**src/esc_pkg.sv**
```systemverilog
// shared types and constants for the elevator scan controller
package esc_pkg;

   // fixed field widths
   localparam int FLOOR_W  = 4;
   localparam int TICK_W   = 16;
   localparam int COUNT_W  = 32;
   localparam int CSR_IDX_W = 1;
   localparam int REQ_DATA_W = 8;
   localparam int RSP_DATA_W = 56;

   // register reset values
   localparam logic [TICK_W-1:0] MOVE_TICKS_RESET = 16'd3000;
   localparam logic [TICK_W-1:0] DOOR_TICKS_RESET = 16'd4000;

   // register indexes
   typedef enum logic [CSR_IDX_W-1:0] {
      CSR_MOVE_TICKS = 1'b0,
      CSR_DOOR_TICKS = 1'b1
   } csr_index_type;

   // item kind on the request channel
   typedef enum logic {
      FUNC_CALL = 1'b0,
      FUNC_TICK = 1'b1
   } func_type;

   // call kind
   typedef enum logic [1:0] {
      KIND_CAR     = 2'd0,
      KIND_HALL_UP = 2'd1,
      KIND_HALL_DN = 2'd2,
      KIND_INVALID = 2'd3
   } kind_type;

   // status of a result beat
   typedef enum logic [1:0] {
      STATUS_TICK   = 2'd0,
      STATUS_ACCEPT = 2'd1,
      STATUS_REJECT = 2'd2
   } status_type;

   // event reported with a result beat
   typedef enum logic [2:0] {
      EV_NONE   = 3'd0,
      EV_OPEN   = 3'd1,
      EV_CLOSE  = 3'd2,
      EV_MOVE   = 3'd3,
      EV_ARRIVE = 3'd4
   } event_type;

   // travel direction, two's complement
   typedef enum logic [1:0] {
      DIR_HOLD = 2'b00,
      DIR_UP   = 2'b01,
      DIR_DN   = 2'b11
   } dir_type;

   // car state apart from the call bitmaps
   typedef struct packed {
      logic [FLOOR_W-1:0] cur_floor;
      dir_type            dir;
      logic               door;
      logic               moving;
      logic [FLOOR_W-1:0] target_floor;
      logic [TICK_W-1:0]  countdown;
      logic [COUNT_W-1:0] serve_total;
   } car_state_type;

   // result tdata fields, lowest field in the lowest bits
   typedef struct packed {
      logic [FLOOR_W-1:0] pending_down;
      logic [FLOOR_W-1:0] pending_up;
      logic [FLOOR_W-1:0] pending_car;
      logic [COUNT_W-1:0] served_count;
      logic               door_ajar;
      logic [1:0]         direction;
      logic [FLOOR_W-1:0] car_floor;
      event_type          event_res;
   } rsp_data_type;

endpackage

```
**src/esc_call_check.sv**
```systemverilog
// range and end-floor check of a call request, giving the bit to latch
module esc_call_check #(
   parameter int FLOORS = 4
) (
   input  logic [esc_pkg::FLOOR_W-1:0] req_floor,
   input  esc_pkg::kind_type           req_kind,
   output logic                        call_ok,
   output logic [FLOORS-1:0]           set_car,
   output logic [FLOORS-1:0]           set_up,
   output logic [FLOORS-1:0]           set_down
);

   logic [FLOORS-1:0] floor_bit;

   // one-hot bit of the requested floor
   assign floor_bit = {{(FLOORS-1){1'b0}}, 1'b1} << (req_floor - 4'd1);

   // floor range, invalid kind and the top and bottom call rules
   always_comb begin
      call_ok = (req_floor >= 4'd1) && (req_floor <= 4'(FLOORS))
                && (req_kind != esc_pkg::KIND_INVALID);
      if ((req_kind == esc_pkg::KIND_HALL_DN) && (req_floor == 4'd1)) begin
         call_ok = 1'b0;
      end
      if ((req_kind == esc_pkg::KIND_HALL_UP) && (req_floor == 4'(FLOORS))) begin
         call_ok = 1'b0;
      end
   end

   // steer the bit to its bitmap
   always_comb begin
      set_car  = '0;
      set_up   = '0;
      set_down = '0;
      if (call_ok) begin
         unique case (req_kind)
            esc_pkg::KIND_CAR:     set_car  = floor_bit;
            esc_pkg::KIND_HALL_UP: set_up   = floor_bit;
            esc_pkg::KIND_HALL_DN: set_down = floor_bit;
            default:               set_car  = '0;
         endcase
      end
   end

endmodule

```
**src/esc_scan_step.sv**
```systemverilog
// next car state for one tick: timers, stop decision and collective scan
module esc_scan_step #(
   parameter int FLOORS = 4
) (
   input  esc_pkg::car_state_type       cur_state,
   input  logic [FLOORS-1:0]            car_calls,
   input  logic [FLOORS-1:0]            up_calls,
   input  logic [FLOORS-1:0]            down_calls,
   input  logic [esc_pkg::TICK_W-1:0]   move_ticks,
   input  logic [esc_pkg::TICK_W-1:0]   door_ticks,
   output esc_pkg::car_state_type       next_state,
   output logic [FLOORS-1:0]            car_next,
   output logic [FLOORS-1:0]            up_next,
   output logic [FLOORS-1:0]            down_next,
   output esc_pkg::event_type           evt_code
);

   logic [FLOORS-1:0] floor_bit;
   logic [FLOORS-1:0] all_calls;
   logic [FLOORS-1:0] above_mask;
   logic [FLOORS-1:0] below_mask;
   logic              calls_here;
   logic              calls_above;
   logic              calls_below;
   logic              must_stop;
   esc_pkg::dir_type  chosen_dir;

   // floor masks around the car
   assign floor_bit = {{(FLOORS-1){1'b0}}, 1'b1} << (cur_state.cur_floor - 4'd1);
   assign all_calls = car_calls | up_calls | down_calls;

   always_comb begin
      for (int i = 0; i < FLOORS; i++) begin
         above_mask[i] = (i >= int'(cur_state.cur_floor));
         below_mask[i] = ((i + 1) < int'(cur_state.cur_floor));
      end
   end

   assign calls_here  = |(all_calls & floor_bit);
   assign calls_above = |(all_calls & above_mask);
   assign calls_below = |(all_calls & below_mask);

   // stop at this floor for the current direction
   always_comb begin
      must_stop = 1'b0;
      unique case (cur_state.dir)
         esc_pkg::DIR_HOLD: must_stop = calls_here;
         esc_pkg::DIR_UP:   must_stop = (|(up_calls & floor_bit))
                                        || (!calls_above && (|(down_calls & floor_bit)));
         default:           must_stop = (|(down_calls & floor_bit))
                                        || (!calls_below && (|(up_calls & floor_bit)));
      endcase
      if (|(car_calls & floor_bit)) begin
         must_stop = 1'b1;
      end
   end

   // collective scan: keep going while calls lie ahead, else turn round
   always_comb begin
      chosen_dir = esc_pkg::DIR_HOLD;
      if (all_calls != '0) begin
         unique case (cur_state.dir)
            esc_pkg::DIR_HOLD: begin
               if (calls_here)       chosen_dir = esc_pkg::DIR_HOLD;
               else if (calls_above) chosen_dir = esc_pkg::DIR_UP;
               else if (calls_below) chosen_dir = esc_pkg::DIR_DN;
               else                  chosen_dir = esc_pkg::DIR_HOLD;
            end
            esc_pkg::DIR_UP: begin
               if (calls_above || calls_here) chosen_dir = esc_pkg::DIR_UP;
               else if (calls_below)          chosen_dir = esc_pkg::DIR_DN;
               else                           chosen_dir = esc_pkg::DIR_HOLD;
            end
            default: begin
               if (calls_below || calls_here) chosen_dir = esc_pkg::DIR_DN;
               else if (calls_above)          chosen_dir = esc_pkg::DIR_UP;
               else                           chosen_dir = esc_pkg::DIR_HOLD;
            end
         endcase
      end
   end

   // tick outcome
   always_comb begin
      next_state = cur_state;
      car_next   = car_calls;
      up_next    = up_calls;
      down_next  = down_calls;
      evt_code   = esc_pkg::EV_NONE;
      if (cur_state.door || cur_state.moving) begin
         // door or travel timer running
         if (cur_state.countdown > 16'd1) begin
            next_state.countdown = cur_state.countdown - 16'd1;
         end else begin
            next_state.countdown = '0;
            if (cur_state.door) begin
               next_state.door = 1'b0;
               evt_code        = esc_pkg::EV_CLOSE;
            end else begin
               next_state.moving    = 1'b0;
               next_state.cur_floor = cur_state.target_floor;
               evt_code             = esc_pkg::EV_ARRIVE;
            end
         end
      end else if (must_stop) begin
         // serve the floor
         next_state.door        = 1'b1;
         car_next               = car_calls & ~floor_bit;
         up_next                = up_calls & ~floor_bit;
         down_next              = down_calls & ~floor_bit;
         next_state.serve_total = cur_state.serve_total + 32'd1;
         next_state.countdown   = door_ticks;
         evt_code               = esc_pkg::EV_OPEN;
      end else begin
         next_state.dir = chosen_dir;
         if ((all_calls != '0) && (chosen_dir != esc_pkg::DIR_HOLD)) begin
            if ((chosen_dir == esc_pkg::DIR_UP) && (cur_state.cur_floor < 4'(FLOORS))) begin
               next_state.target_floor = cur_state.cur_floor + 4'd1;
               next_state.moving       = 1'b1;
               next_state.countdown    = move_ticks;
               evt_code                = esc_pkg::EV_MOVE;
            end else if ((chosen_dir == esc_pkg::DIR_DN)
                         && (cur_state.cur_floor > 4'd1)) begin
               next_state.target_floor = cur_state.cur_floor - 4'd1;
               next_state.moving       = 1'b1;
               next_state.countdown    = move_ticks;
               evt_code                = esc_pkg::EV_MOVE;
            end else begin
               // blocked at an end floor
               next_state.dir = esc_pkg::DIR_HOLD;
            end
         end
      end
   end

endmodule

```
**src/elevator_scan_controller_unit.sv**
```systemverilog
// top level of the single-car elevator dispatcher
// Single-car elevator dispatcher with collective scan. Each request beat is either a
// call (tuser 0: floor and kind in tdata) or a one time tick (tuser 1). Calls are range
// checked and latched into the car, hall-up and hall-down bitmaps; ticks run the door
// and travel timers, open the door at floors to be served and start one-floor moves.
// Every request beat yields exactly one response beat carrying the status, the event
// and the car state after the beat. Throughput is one beat per clock while the response
// channel is not stalled: a beat is captured in an input register, then one pass through
// the call check and scan logic updates the car state and loads the response register.
// Timer registers are written through the csr port; the user must write them only while
// the block is idle, which the block itself does not enforce. A timer value of zero acts
// as one tick.
module elevator_scan_controller_unit #(
   parameter int FLOORS = 4
) (
   input  logic                           clock,
   input  logic                           reset,
   // configuration writes
   input  logic                           csr_we,
   input  logic [esc_pkg::CSR_IDX_W-1:0]  csr_index,
   input  logic [esc_pkg::TICK_W-1:0]     csr_wdata,
   // request channel
   input  logic                           req_tvalid,
   output logic                           req_tready,
   // [3:0] req_floor, [5:4] req_kind, [7:6] zero
   input  logic [esc_pkg::REQ_DATA_W-1:0] req_tdata,
   // [0] func
   input  logic                           req_tuser,
   // response channel
   output logic                           rsp_tvalid,
   input  logic                           rsp_tready,
   // [2:0] event_res, [6:3] car_floor, [8:7] direction, [9] door_ajar,
   // [41:10] served_count, [45:42] pending_car, [49:46] pending_up,
   // [53:50] pending_down, [55:54] zero
   output logic [esc_pkg::RSP_DATA_W-1:0] rsp_tdata,
   // [1:0] req_status
   output logic [1:0]                     rsp_tuser
);

   // timer registers
   logic [esc_pkg::TICK_W-1:0] move_ticks_ff;
   logic [esc_pkg::TICK_W-1:0] door_ticks_ff;

   // input stage
   logic                          in_valid_ff;
   logic                          in_valid_in;
   esc_pkg::func_type             in_func_ff;
   logic [esc_pkg::FLOOR_W-1:0]   in_floor_ff;
   esc_pkg::kind_type             in_kind_ff;
   logic                          advance;

   // car state
   esc_pkg::car_state_type state_ff;
   esc_pkg::car_state_type state_in;
   logic [FLOORS-1:0]      car_ff;
   logic [FLOORS-1:0]      up_ff;
   logic [FLOORS-1:0]      down_ff;
   logic [FLOORS-1:0]      car_in;
   logic [FLOORS-1:0]      up_in;
   logic [FLOORS-1:0]      down_in;

   // result stage
   logic                   rsp_valid_ff;
   logic                   rsp_valid_in;
   esc_pkg::rsp_data_type  rsp_data_ff;
   esc_pkg::rsp_data_type  rsp_data_in;
   esc_pkg::status_type    rsp_status_ff;
   esc_pkg::status_type    rsp_status_in;

   // unit outputs
   logic                   call_ok;
   logic [FLOORS-1:0]      set_car;
   logic [FLOORS-1:0]      set_up;
   logic [FLOORS-1:0]      set_down;
   esc_pkg::car_state_type tick_state;
   logic [FLOORS-1:0]      tick_car;
   logic [FLOORS-1:0]      tick_up;
   logic [FLOORS-1:0]      tick_down;
   esc_pkg::event_type     tick_event;
   esc_pkg::event_type     evt_in;

   // bitmaps widened so the low four bits always exist
   logic [FLOORS+3:0]      car_wide;
   logic [FLOORS+3:0]      up_wide;
   logic [FLOORS+3:0]      down_wide;

   // handshake: the input beat moves on when the result register is free
   assign advance      = in_valid_ff && (!rsp_valid_ff || rsp_tready);
   assign req_tready   = !in_valid_ff || advance;
   assign in_valid_in  = (req_tvalid && req_tready) || (in_valid_ff && !advance);
   assign rsp_valid_in = advance || (rsp_valid_ff && !rsp_tready);

   esc_call_check #(
      .FLOORS (FLOORS)
   ) u_call_check (
      .req_floor (in_floor_ff),
      .req_kind  (in_kind_ff),
      .call_ok   (call_ok),
      .set_car   (set_car),
      .set_up    (set_up),
      .set_down  (set_down)
   );

   esc_scan_step #(
      .FLOORS (FLOORS)
   ) u_scan_step (
      .cur_state  (state_ff),
      .car_calls  (car_ff),
      .up_calls   (up_ff),
      .down_calls (down_ff),
      .move_ticks (move_ticks_ff),
      .door_ticks (door_ticks_ff),
      .next_state (tick_state),
      .car_next   (tick_car),
      .up_next    (tick_up),
      .down_next  (tick_down),
      .evt_code   (tick_event)
   );

   // pick the update for the beat in the input stage
   always_comb begin
      state_in      = state_ff;
      car_in        = car_ff;
      up_in         = up_ff;
      down_in       = down_ff;
      evt_in        = esc_pkg::EV_NONE;
      rsp_status_in = esc_pkg::STATUS_TICK;
      if (in_func_ff == esc_pkg::FUNC_TICK) begin
         state_in = tick_state;
         car_in   = tick_car;
         up_in    = tick_up;
         down_in  = tick_down;
         evt_in   = tick_event;
      end else begin
         car_in        = car_ff | set_car;
         up_in         = up_ff | set_up;
         down_in       = down_ff | set_down;
         rsp_status_in = call_ok ? esc_pkg::STATUS_ACCEPT : esc_pkg::STATUS_REJECT;
      end
   end

   // result fields from the state after the beat
   assign car_wide  = {4'b0000, car_in};
   assign up_wide   = {4'b0000, up_in};
   assign down_wide = {4'b0000, down_in};

   always_comb begin
      rsp_data_in.event_res    = evt_in;
      rsp_data_in.car_floor    = state_in.cur_floor;
      rsp_data_in.direction    = state_in.dir;
      rsp_data_in.door_ajar    = state_in.door;
      rsp_data_in.served_count = state_in.serve_total;
      rsp_data_in.pending_car  = car_wide[3:0];
      rsp_data_in.pending_up   = up_wide[3:0];
      rsp_data_in.pending_down = down_wide[3:0];
   end

   // timer registers
   always_ff @(posedge clock) begin
      if (reset) begin
         move_ticks_ff <= esc_pkg::MOVE_TICKS_RESET;
         door_ticks_ff <= esc_pkg::DOOR_TICKS_RESET;
      end else if (csr_we) begin
         unique case (csr_index)
            esc_pkg::CSR_MOVE_TICKS: move_ticks_ff <= csr_wdata;
            esc_pkg::CSR_DOOR_TICKS: door_ticks_ff <= csr_wdata;
            default:                 move_ticks_ff <= move_ticks_ff;
         endcase
      end
   end

   // input stage
   always_ff @(posedge clock) begin
      if (reset) begin
         in_valid_ff <= 1'b0;
      end else begin
         in_valid_ff <= in_valid_in;
      end
      if (req_tvalid && req_tready) begin
         in_func_ff  <= esc_pkg::func_type'(req_tuser);
         in_floor_ff <= req_tdata[3:0];
         in_kind_ff  <= esc_pkg::kind_type'(req_tdata[5:4]);
      end
   end

   // car state and call bitmaps
   always_ff @(posedge clock) begin
      if (reset) begin
         state_ff.cur_floor    <= 4'd1;
         state_ff.dir          <= esc_pkg::DIR_HOLD;
         state_ff.door         <= 1'b0;
         state_ff.moving       <= 1'b0;
         state_ff.target_floor <= 4'd1;
         state_ff.countdown    <= '0;
         state_ff.serve_total  <= '0;
         car_ff                <= '0;
         up_ff                 <= '0;
         down_ff               <= '0;
      end else if (advance) begin
         state_ff <= state_in;
         car_ff   <= car_in;
         up_ff    <= up_in;
         down_ff  <= down_in;
      end
   end

   // result register
   always_ff @(posedge clock) begin
      if (reset) begin
         rsp_valid_ff <= 1'b0;
      end else begin
         rsp_valid_ff <= rsp_valid_in;
      end
      if (advance) begin
         rsp_data_ff   <= rsp_data_in;
         rsp_status_ff <= rsp_status_in;
      end
   end

   assign rsp_tvalid = rsp_valid_ff;
   assign rsp_tdata  = {2'b00, rsp_data_ff};
   assign rsp_tuser  = rsp_status_ff;

   // door open and travel never overlap
   a_door_or_move : assert property (@(posedge clock) disable iff (reset)
      !(state_ff.door && state_ff.moving))
      else $error("door open while car moving");

   // car stays within the shaft
   a_floor_range : assert property (@(posedge clock) disable iff (reset)
      (state_ff.cur_floor >= 4'd1) && (state_ff.cur_floor <= 4'(FLOORS)))
      else $error("car floor out of range");

   // a move always goes to a neighbouring floor
   a_target_adjacent : assert property (@(posedge clock) disable iff (reset)
      state_ff.moving |-> ((state_ff.target_floor == state_ff.cur_floor + 4'd1)
                           || (state_ff.target_floor == state_ff.cur_floor - 4'd1)))
      else $error("move target not adjacent");

   // a held input beat is never dropped
   a_input_held : assert property (@(posedge clock) disable iff (reset)
      (in_valid_ff && !advance) |=> in_valid_ff)
      else $error("stalled beat lost");

endmodule
```
**config.mk**
```make
export PLATFORM = sky130hd
export DESIGN_NAME = elevator_scan_controller_unit
export DESIGN_NICKNAME = d
export VERILOG_FILES = /design/src/esc_pkg.sv /design/src/esc_call_check.sv /design/src/esc_scan_step.sv /design/src/elevator_scan_controller_unit.sv
export SDC_FILE = /design/constraint.sdc
export NUM_CORES = 1
export LEC_CHECK = 0
export ABC_AREA = 0
export ABC_CLOCK_PERIOD_IN_PS = 4570
export BUFFER_PORTS_ARGS = -buffer_cell sky130_fd_sc_hd__buf_4
export CAP_MARGIN = 10
export CORE_ASPECT_RATIO = 1.75
export CORE_MARGIN = 8
export CORE_UTILIZATION = 59
export DETAILED_ROUTE_END_ITERATION = 8
export PLACE_DENSITY = 0.8
export SLEW_MARGIN = 25
export SYNTH_ARGS = -nofsm -noshare
export SYNTH_HDL_FRONTEND = slang
export SYNTH_SLANG_ARGS = --single-unit
```
**constraint.sdc**
```tcl
create_clock -name clock -period 4.57 [get_ports clock]
set_clock_uncertainty 0.1 [all_clocks]
set_input_delay 0 -clock clock [delete_from_list [all_inputs] [get_ports clock]]
set_output_delay 0 -clock clock [all_outputs]
set_load 0.01 [all_outputs]
```
After elaboration in Yosys (flattened, before gate mapping)
Cells that the tools add are included.

storage, ports and cells
  memory bits (read-only) = 0
  bits in latches = 0
  input bits = 31
  memories kept = 0
  output and inout bits = 60
  flip-flop bits (word level) = 169
  memory bits (writable) = 0
  word-level logic and storage cells = 181

operators by class
  $add $sub $neg = 5
  shift operators = 2
  divide/modulo/power cells = 0
  mux-type cells = 58
  equality and inequality tests = 11
  bitwise logic cells = 18
  reduce and logical (&&, ||, !) cells = 48
  $mul = 0
  $lt $le $gt $ge = 13

operators by type and width
  operator                                                                      number
  4-bit 2-to-1 mux                                                              19
  32-bit 2-to-1 mux                                                             2
  21-bit 2-to-1 mux                                                             3
  60-bit 2-to-1 mux                                                             1
  16-bit 2-to-1 mux                                                             3
  4-bit AND                                                                     9
  32-bit by 1-bit adder with 32-bit output (second input constant)              1
  2-bit 2-to-1 mux                                                              16
  4-bit OR reduction                                                            6
  4-bit OR                                                                      5
  16-bit by 1-bit > comparator with 1-bit output (second input constant)        1
  16-bit by 1-bit subtractor with 16-bit output (second input constant)         1
  3-bit 2-to-1 mux                                                              5
  1-bit logical AND                                                             13
  1-bit logical OR                                                              9
  1-bit by 4-bit >= comparator with 1-bit output (first input constant)         2
  2-bit by 4-bit >= comparator with 1-bit output (first input constant)         2
  2-bit by 4-bit less-than comparator with 1-bit output (first input constant)  2
  2-bit inequality test (second input constant)                                 4
  4-bit nonzero test                                                            2
  1-bit by 4-bit left shift with 4-bit output (first input constant)            2
  4-bit by 1-bit subtractor with 4-bit output (second input constant)           2
  7-bit AND reduction                                                           1
  2-bit by 1-bit == test with 1-bit output (second input constant)              3
  other kinds (23)                                                              41

Depth between registers and ports, before layout
Gate-level depths: netlist of run 1.

  depth in word-level cells = 17
  depth in mapped cells = 13
  mapped depth without buffers = 10

By module
From an unflattened synthesis of run 1, not the netlist that was laid out.

unflattened totals
  cells, all modules = 978
  area, all modules = 9,361.5 sq um

by module, submodules not included
  module                         area each (sq um)  cells each  sequential area each (sq um)  times used
  elevator_scan_controller_unit  6,916.6            627         4,013.8                       1
  esc_scan_step                  2,164.6            306         0.0                           1
  esc_call_check                 280.3              45          0.0                           1

Worst setup path before layout of run 1
No wires, ideal clock.

  path type = reg2reg
  start = register rsp_valid_ff, in the netlist rsp_tvalid
  end = register state_ff[10] (netlist bit)
  arrival time = 3.060 ns
  buffers on the path = 1
  required time = 4.342 ns
  period minus slack after synthesis = 3.288 ns
  cell stages (with the launch flop) = 9
  path slack = 1.282 ns
  library setup time = 0.128 ns
  cells stage by stage = dfxtp_1 > nor2b_1 > nand2b_1 > inv_1 > clkbuf_1 > nand3_1 > nor3_1 > xnor2_1 > nor2_1

between the ends
  word-level cells in the longest chain between the ends = 3

RTL lines
  element                 RTL line                              source
  from (decl)             elevator_scan_controller_unit.sv:63   logic rsp_valid_ff;
  from (signal assigned)  elevator_scan_controller_unit.sv:212  rsp_valid_ff <= rsp_valid_in;
  1-bit logical NOT       elevator_scan_controller_unit.sv:88   assign advance = in_valid_ff && (!rsp_valid_ff || rsp_tready);
  1-bit logical OR        elevator_scan_controller_unit.sv:88
  1-bit logical AND       elevator_scan_controller_unit.sv:88
  net advance             elevator_scan_controller_unit.sv:50   logic advance;
  to (signal assigned)    elevator_scan_controller_unit.sv:200  state_ff <= state_in;
  to (decl)               elevator_scan_controller_unit.sv:53   esc_pkg::car_state_type state_ff;

The timed path passes the listed nets, and every way through them passes these cells.
A chain may end at the register's enable or synchronous reset.

==> results of run 1 <==
## state kept, by name (all words and copies together) (netlist names), 2 cells and up
signal,count
car_ff,4
door_ticks_ff,16
down_ff,4
in_floor_ff,4
in_kind_ff,2
move_ticks_ff,16
rsp_tdata,54
rsp_tuser,2
state_ff,60
up_ff,4
## power by group through the flow
stage / Combinational [mW] / Sequential, mW / Clock, mW
after CTS: 0.214 / 1.63 / 1.52
after floorplan: 0.102 / 1.67 / 0
after global routing: 0.231 / 1.63 / 1.58
after global placement: 0.192 / 1.66 / 0
final: 0.213 / 1.63 / 1.51
after detailed placement: 0.195 / 1.66 / 0
## cell usage in the layout, fill, tap and decap left out, drive strengths merged, types with 3 or more instances in the layout
cell,count
mux2i,12
and2,11
nor3,35
xor2,29
o2bb2ai,17
dlygate4sd3,27
dfxtp,106
a21boi,3
nor2,88
edfxtp,63
a21oi,70
nand3,29
nand4,9
nor3b,5
o22ai,8
or3,6
a221oi,14
nor4,15
nand2b,3
nand2,133
nor2b,5
ha,12
clkbuf,18
inv,23
nand3b,11
and4,4
or2,4
o21ai,9
buf,93
and3,9
a211oi,7
a31oi,5
o31a,3
a311oi,3
xnor2,50
## final timing paths
kind | from | end | slack, ns | depth (start not counted)
worst max-delay path | state_ff[56] | rsp_tdata[23] | 0.69 | 11
worst min-delay path | reset | state_ff[57] | 0.09 | 2
worst max register to register | state_ff[56] | rsp_tdata[23] | 0.69 | 11
worst min register to register | door_ticks_ff[4] | door_ticks_ff[4] | 0.36 | 2
## what timing repair did
item / CTS / global route
hold buffers: 27 / 0
gates resized for setup: 0 / 0
hold endpoints to repair: 41 / 0
setup buffers: 0 / 0
## routing by layer
| metal | vias up | track usage, % | part of all wire (%) |
|---|---|---|---|
| li1 | 3221 | - | - |
| met1 | 3222 | 22.08 | 37 |
| met2 | 192 | 42.42 | 55 |
| met3 | 45 | 4.351 | 4.5 |
| met4 | 0 | 10.80 | 3.0 |
| met5 | - | 0 | 0 |
## layout make-up
class,instances,area (um2),area share [%]
Clock inverter,14,168.9,1.741
Clock buffer,18,450.4,4.643
Timing Repair Buffer,120,968.4,9.983
Inverter,13,48.80,0.5030
Tap cell,177,221.5,2.283
Sequential cell,169,4014,41.38
Multi-Input combinational cell,631,3829,39.47
## Yosys cell counts (all sizes together) (2+ instances only)
cell type | n | area [um2]
clkbuf | 28 | 106.4
a21oi | 70 | 354.1
mux2i | 12 | 120.1
nand2 | 133 | 501.7
o31ai | 2 | 15.01
o31a | 3 | 27.53
o21a | 2 | 15.01
nor4 | 15 | 100.1
a31oi | 5 | 31.28
xor2 | 29 | 254.0
dfxtp | 106 | 2122
mux2 | 2 | 22.52
a21boi | 3 | 33.78
nand3b | 11 | 82.58
buf | 20 | 142.6
a211oi | 7 | 57.55
or2 | 4 | 25.02
nor3 | 35 | 190.2
a311oi | 3 | 26.28
and4 | 4 | 35.03
nor2 | 88 | 342.8
edfxtp | 63 | 1892
nor2b | 5 | 31.28
nand4 | 9 | 56.30
nand4b | 2 | 17.52
o21ai | 9 | 45.04
o21bai | 2 | 15.01
and3 | 9 | 56.30
inv | 13 | 48.80
xnor2 | 50 | 437.9
a221oi | 14 | 166.4
nand3 | 29 | 145.1
ha | 12 | 150.1
and2 | 11 | 70.07
or4 | 2 | 15.01
nor3b | 5 | 42.54
or3 | 6 | 42.54
o2bb2ai | 17 | 155.1
o22ai | 8 | 50.05
nand2b | 3 | 18.77
## worst reg2reg max path, delay by kind of cell (launching register included)
| kind | cells | cell delay [ns] |
|---|---|---|
| multiplexers | 1 | 0.22 |
| AND/OR/NAND/NOR | 2 | 0.87 |
| buffers and inverters | 3 | 0.61 |
| flip-flops | 1 | 0.46 |
| AO/OA/AOI/OAI | 3 | 0.50 |
| XOR/XNOR | 1 | 0.18 |
| adder cells (fa/ha/maj) | 1 | 0.70 |
## logic make-up (layout without fill, tap and decap cells)
group                    after synthesis  in the layout  synth area share [%]
buffers and inverters                 61            165                 3.660
AND/OR/NAND/NOR                      373            373                 22.04
adder cells (fa/ha/maj)               12             12                 1.845
multiplexers                          14             14                 1.753
AO/OA/AOI/OAI                        151            151                 12.82
flip-flops                           169            169                 49.33
XOR/XNOR                              79             79                 8.504
other                                  1              2               0.04609
## through the flow
step / area (um2) / total power, mW / setup WS, ns / utilization, %
floorplan: 8140 / 1.770 / 1.282 / -
global placement: 8811 / 1.853 / 0.8555 / 64.35
detailed placement: 8811 / 1.857 / 0.8083 / 64.35
CTS: 9701 / 3.364 / 0.7274 / 70.84
global route: 9701 / 3.446 / 0.3884 / 70.84
finish: 9701 / 3.349 / 0.6925 / 70.84
==> impl_metrics.csv, run 1 <==
group,metric,value,unit
global_route,gr-usage-all-layers,22.11,%
sta,period_share,84.85,%
global_route,overflow,0,
placement,io_buffers,86,
route,wl_per_cell,17.05,um
power,p_switching,0.7908,mW
clock_network,clkSinkCount,169,
layout,area_growth_syn_to_layout,19.22,%
sta,relSlewSlack,35.01,%
critical_path,crit_chain,"inv_1 > ha_1 > inv_1 > mux2i_1 > o2bb2ai_2 > a21oi_1 > a21boi_4 > buf_4 > nor2_2 > nand4_1 > xnor2_1",
sta,fin_hold_ws,0.08781,ns
floorplanning,die_h,171.4,um
layout,insertedDiodeCount,0,
critical_path,critical-path-max-stage-delay,0.70,ns
power,comb_power_share,6.3,%
critical_path,crit_path_end_kind,"flip-flop",
sta,finalSetupTns,0,ns
sta,worstMarginPinSlew,0.9749,ns
clock_network,path_clk_slew,0.07,ns
floorplanning,initial_core_util,59.42,%
clock_network,h-tree-depth,4,
power,p_sw_share,23.61,%
logic_synthesis,ys.flop_type,"dfxtp_1",
placement,dp_hpwl,13.06,mm
sta,period_needed,3.877,ns
floorplanning,num_rows,57,
global_route,antenna_found_initial,0,
critical_path,slowest_stage,"ha_1",
route,drcViolationCount,0,
logic_synthesis,syn_area,8137,um2
floorplanning,io_pins,91,
sta,rsz0062_at_grt,"false",
layout,num-nets-final,995,
clock_network,cts.path.max_buffers,2,
critical_path,timing.critical_path.mode_cell,"inv_1",
route,firstDrtPassIters,5,
global_route,grt_max_degree,92,
sta,final_hold_viol_count,0,
route,dr_total_vias,6680,
logic_synthesis,synth-async-reset-ratio,0,%
run_status,status,"finished clean",
logic_synthesis,ys_ff_latch,169,
logic_synthesis,synth_cell_types,68,
critical_path,path_class,"reg2reg",
layout,fillers,1054,
placement,dp.cells,1083,
logic_synthesis,syn_inst,860,
critical_path,critPathBufInv,3,
power,seq_power_share,48.6,%
logic_synthesis,ys_seq_area_share,49.33,%
clock_network,clk_latency,0.43,ns
power,power_density,345.2,nW/um2
route,wirelength,19.47,mm
placement,place_congestion,0.8925,
power,internal_power,2.558,mW
critical_path,crit_arrival,3.96,ns
sta,finalSetupViolations,0,
logic_synthesis,synth_edf_count,63,
route,ant_nets,0,
logic_synthesis,ys_warn_count,0,
logic_synthesis,avgSynthCellArea,9.461,um2
hold_path,hp-class,"in2reg",
clock_network,numCtsBuffers,17,
critical_path,required,4.65,ns
clock_network,cts_tree,"done",
sta,fmax,257.9,MHz
power,p_leak,3.707,nW
run,cap_violations,0,
floorplanning,die_w,104.8,um
clock_network,cts-root-buf,"clkbuf_16",
floorplanning,core_area,13690,um2
sta,final_max_slew_viol_count,0,
power,ir_drop,0.2610,mV
critical_path,startpoint_type,"flip-flop",
layout,layout.cells.non_filler,1142,
layout,drive_gt1_share,16.27,%
route,drt_iter0_drc,359,
global_route,grt_pass1_vias,6893,
global_route,grt_pass1_wl,32.38,mm
critical_path,critical_path.max_fanout,17,
floorplanning,dieArea,17950,um2
critical_path,critPathTopFamily,"simple AND/OR/NAND/NOR gates",
power,pwr-share-clk,45.0,%
route,viasPerCell,5.849,
No activity file was read; power rests on OpenSTA's default activity.
==> run 2, diff against run 1 <==
- ABC_CLOCK_PERIOD_IN_PS: 4570 -> 4100
- clock period: 4.57 -> 4.1 ns (I/O delays scaled with it)
==> run 2 against run 1 <==
  * First-iteration DRC count up 9.7%
  * Utilization up 0.27 points
  * Critical path type unchanged
  * Sequential cell count unchanged
  * Via count up 0.22%
  * Clock power up 6%
  * Global-route usage up 0.58 points
==> impl_metrics.csv, run 2 (synthesis results as in run 1) <==
group,metric,value,unit
sta,rsz0062_at_grt,"false",
sta,worstMarginPinSlew,0.9705,ns
floorplanning,io_pins,91,
clock_network,path_clk_slew,0.07,ns
global_route,grt_max_degree,92,
power,pwr-share-clk,43.7,%
global_route,grt_pass1_wl,33.11,mm
sta,fin_hold_ws,0.08467,ns
route,viasPerCell,5.827,
critical_path,required,4.34,ns
power,comb_power_share,6.6,%
clock_network,cts_setup_buffers,0,
layout,num-nets-final,1002,
critical_path,slowest_stage,"ha_1",
power,p_leak,3.719,nW
global_route,antenna_found_initial,0,
clock_network,cts_tree,"done",
clock_network,cts.repair.resized,0,
floorplanning,num_rows,57,
power,internal_power,2.744,mW
clock_network,clkSinkCount,169,
layout,area_growth_syn_to_layout,19.67,%
layout,regMostFlops,"state_ff",
critical_path,path_class,"reg2reg",
route,dr_total_vias,6695,
placement,io_buffers,86,
route,wl_per_cell,17.56,um
placement,place_congestion,0.9008,
sta,final_hold_viol_count,0,
floorplanning,initial_core_util,59.42,%
clock_network,hold_buffers,30,
run_status,status,"finished clean",
clock_network,h-tree-depth,4,
layout,insertedDiodeCount,0,
clock_network,cts-root-buf,"clkbuf_16",
sta,final_max_slew_viol_count,0,
sta,fmax,264.7,MHz
global_route,grt_pass1_vias,6970,
sta,period_needed,3.778,ns
critical_path,crit_arrival,4.02,ns
power,p_switching,0.9077,mW
sta,finalSetupViolations,0,
clock_network,cts.path.max_buffers,2,
floorplanning,die_w,104.8,um
placement,dp_hpwl,13.71,mm
route,drt_iter0_drc,394,
layout,drive_gt1_share,16.56,%
power,ir_drop,0.2713,mV
power,power_density,375.0,nW/um2
power,seq_power_share,49.7,%
route,ant_nets,0,
hold_path,hp-class,"in2reg",
sta,period_share,92.16,%
critical_path,timing.critical_path.mode_cell,"inv_1",
route,firstDrtPassIters,7,
route,wirelength,20.18,mm
clock_network,numCtsBuffers,17,
critical_path,critical-path-max-stage-delay,0.68,ns
sta,relSlewSlack,35.30,%
power,p_sw_share,24.86,%
global_route,gr-usage-all-layers,22.69,%
route,drcViolationCount,0,
critical_path,critical_path.max_fanout,15,
layout,layout_commonest_cell,"nand2_1",
critical_path,crit_path_end_kind,"flip-flop",
critical_path,startpoint_type,"flip-flop",
run,cap_violations,0,
layout,layout_common_cells,"132 x nand2_1, 106 x dfxtp_1, 97 x buf_4",
floorplanning,die_h,171.4,um
layout,largest_reg_flops,60,
floorplanning,core_area,13690,um2
critical_path,crit_chain,"inv_1 > ha_1 > inv_1 > mux2i_1 > o2bb2ai_2 > a21oi_1 > a21boi_4 > and3_1 > buf_4 > a221oi_2 > o2bb2ai_1",
sta,finalSetupTns,0,ns
clock_network,clk_latency,0.43,ns
global_route,overflow,0,
floorplanning,dieArea,17950,um2
-- run 2: final timing paths --
path | startpoint | to | slack (ns) | depth (start not counted)
max | state_ff[56] | state_ff[47] | 0.32 | 11
min | csr_we | move_ticks_ff[1] | 0.08 | 5
max reg2reg | state_ff[56] | state_ff[47] | 0.32 | 11
min reg2reg | door_ticks_ff[0] | door_ticks_ff[0] | 0.36 | 2
-- run 2: area by class of cell --
type,count,area (um2)
repair buffers,127,1028
fillers,1085,3956
clock buffers,18,450.4
flip-flops and latches,169,4014
clock inverters,14,145.1
inverters,13,48.80
well taps,177,221.5
multi-input cells,631,3829
-- run 2: per-stage QoR --
| stage | cells | cell area [um2] | setup WS, ns | power [mW] | util, % |
|---|---|---|---|---|---|
| floorplan | 861 | 8140 | 0.8121 | 1.973 | - |
| global placement | 1087 | 8841 | 0.4454 | 2.066 | 64.57 |
| detailed placement | 1087 | 8841 | 0.3797 | 2.072 | 64.57 |
| CTS | 1149 | 9737 | 0.3375 | 3.675 | 71.11 |
| global route | 1149 | 9737 | 0.01933 | 3.757 | 71.11 |
| finish | 1149 | 9737 | 0.3215 | 3.652 | 71.11 |
-- run 2: routing by layer --
layer / vias to the layer above / global-route usage (%) / part of all wire [%] / wire length, um
li1: 3232 / - / - / -
met2: 198 / 43.00 / 55 / 11170
met1: 3212 / 22.97 / 37 / 7492
met4: 0 / 11.49 / 3.3 / 662
met3: 53 / 4.426 / 4.2 / 853
met5: - / 0 / 0 / 0
-- run 2: power groups by stage --
| stage | Clock [mW] | Combinational, mW | Sequential, mW |
|---|---|---|---|
| after detailed placement | 0 | 0.220 | 1.85 |
| after CTS | 1.62 | 0.243 | 1.81 |
| after floorplan | 0 | 0.114 | 1.86 |
| after global placement | 0 | 0.215 | 1.85 |
| after global routing | 1.68 | 0.262 | 1.82 |
| final | 1.60 | 0.241 | 1.81 |
-- run 2: critical path: cells and delay by family (launching register included) --
| kind | cells | cell delay, ns |
|---|---|---|
| adders and majority gates | 1 | 0.68 |
| muxes | 1 | 0.17 |
| and+or+nand+nor | 1 | 0.47 |
| AOI/OAI and AO/OA | 5 | 1.15 |
| DFF | 1 | 0.45 |
| buffers and inverters | 3 | 0.67 |
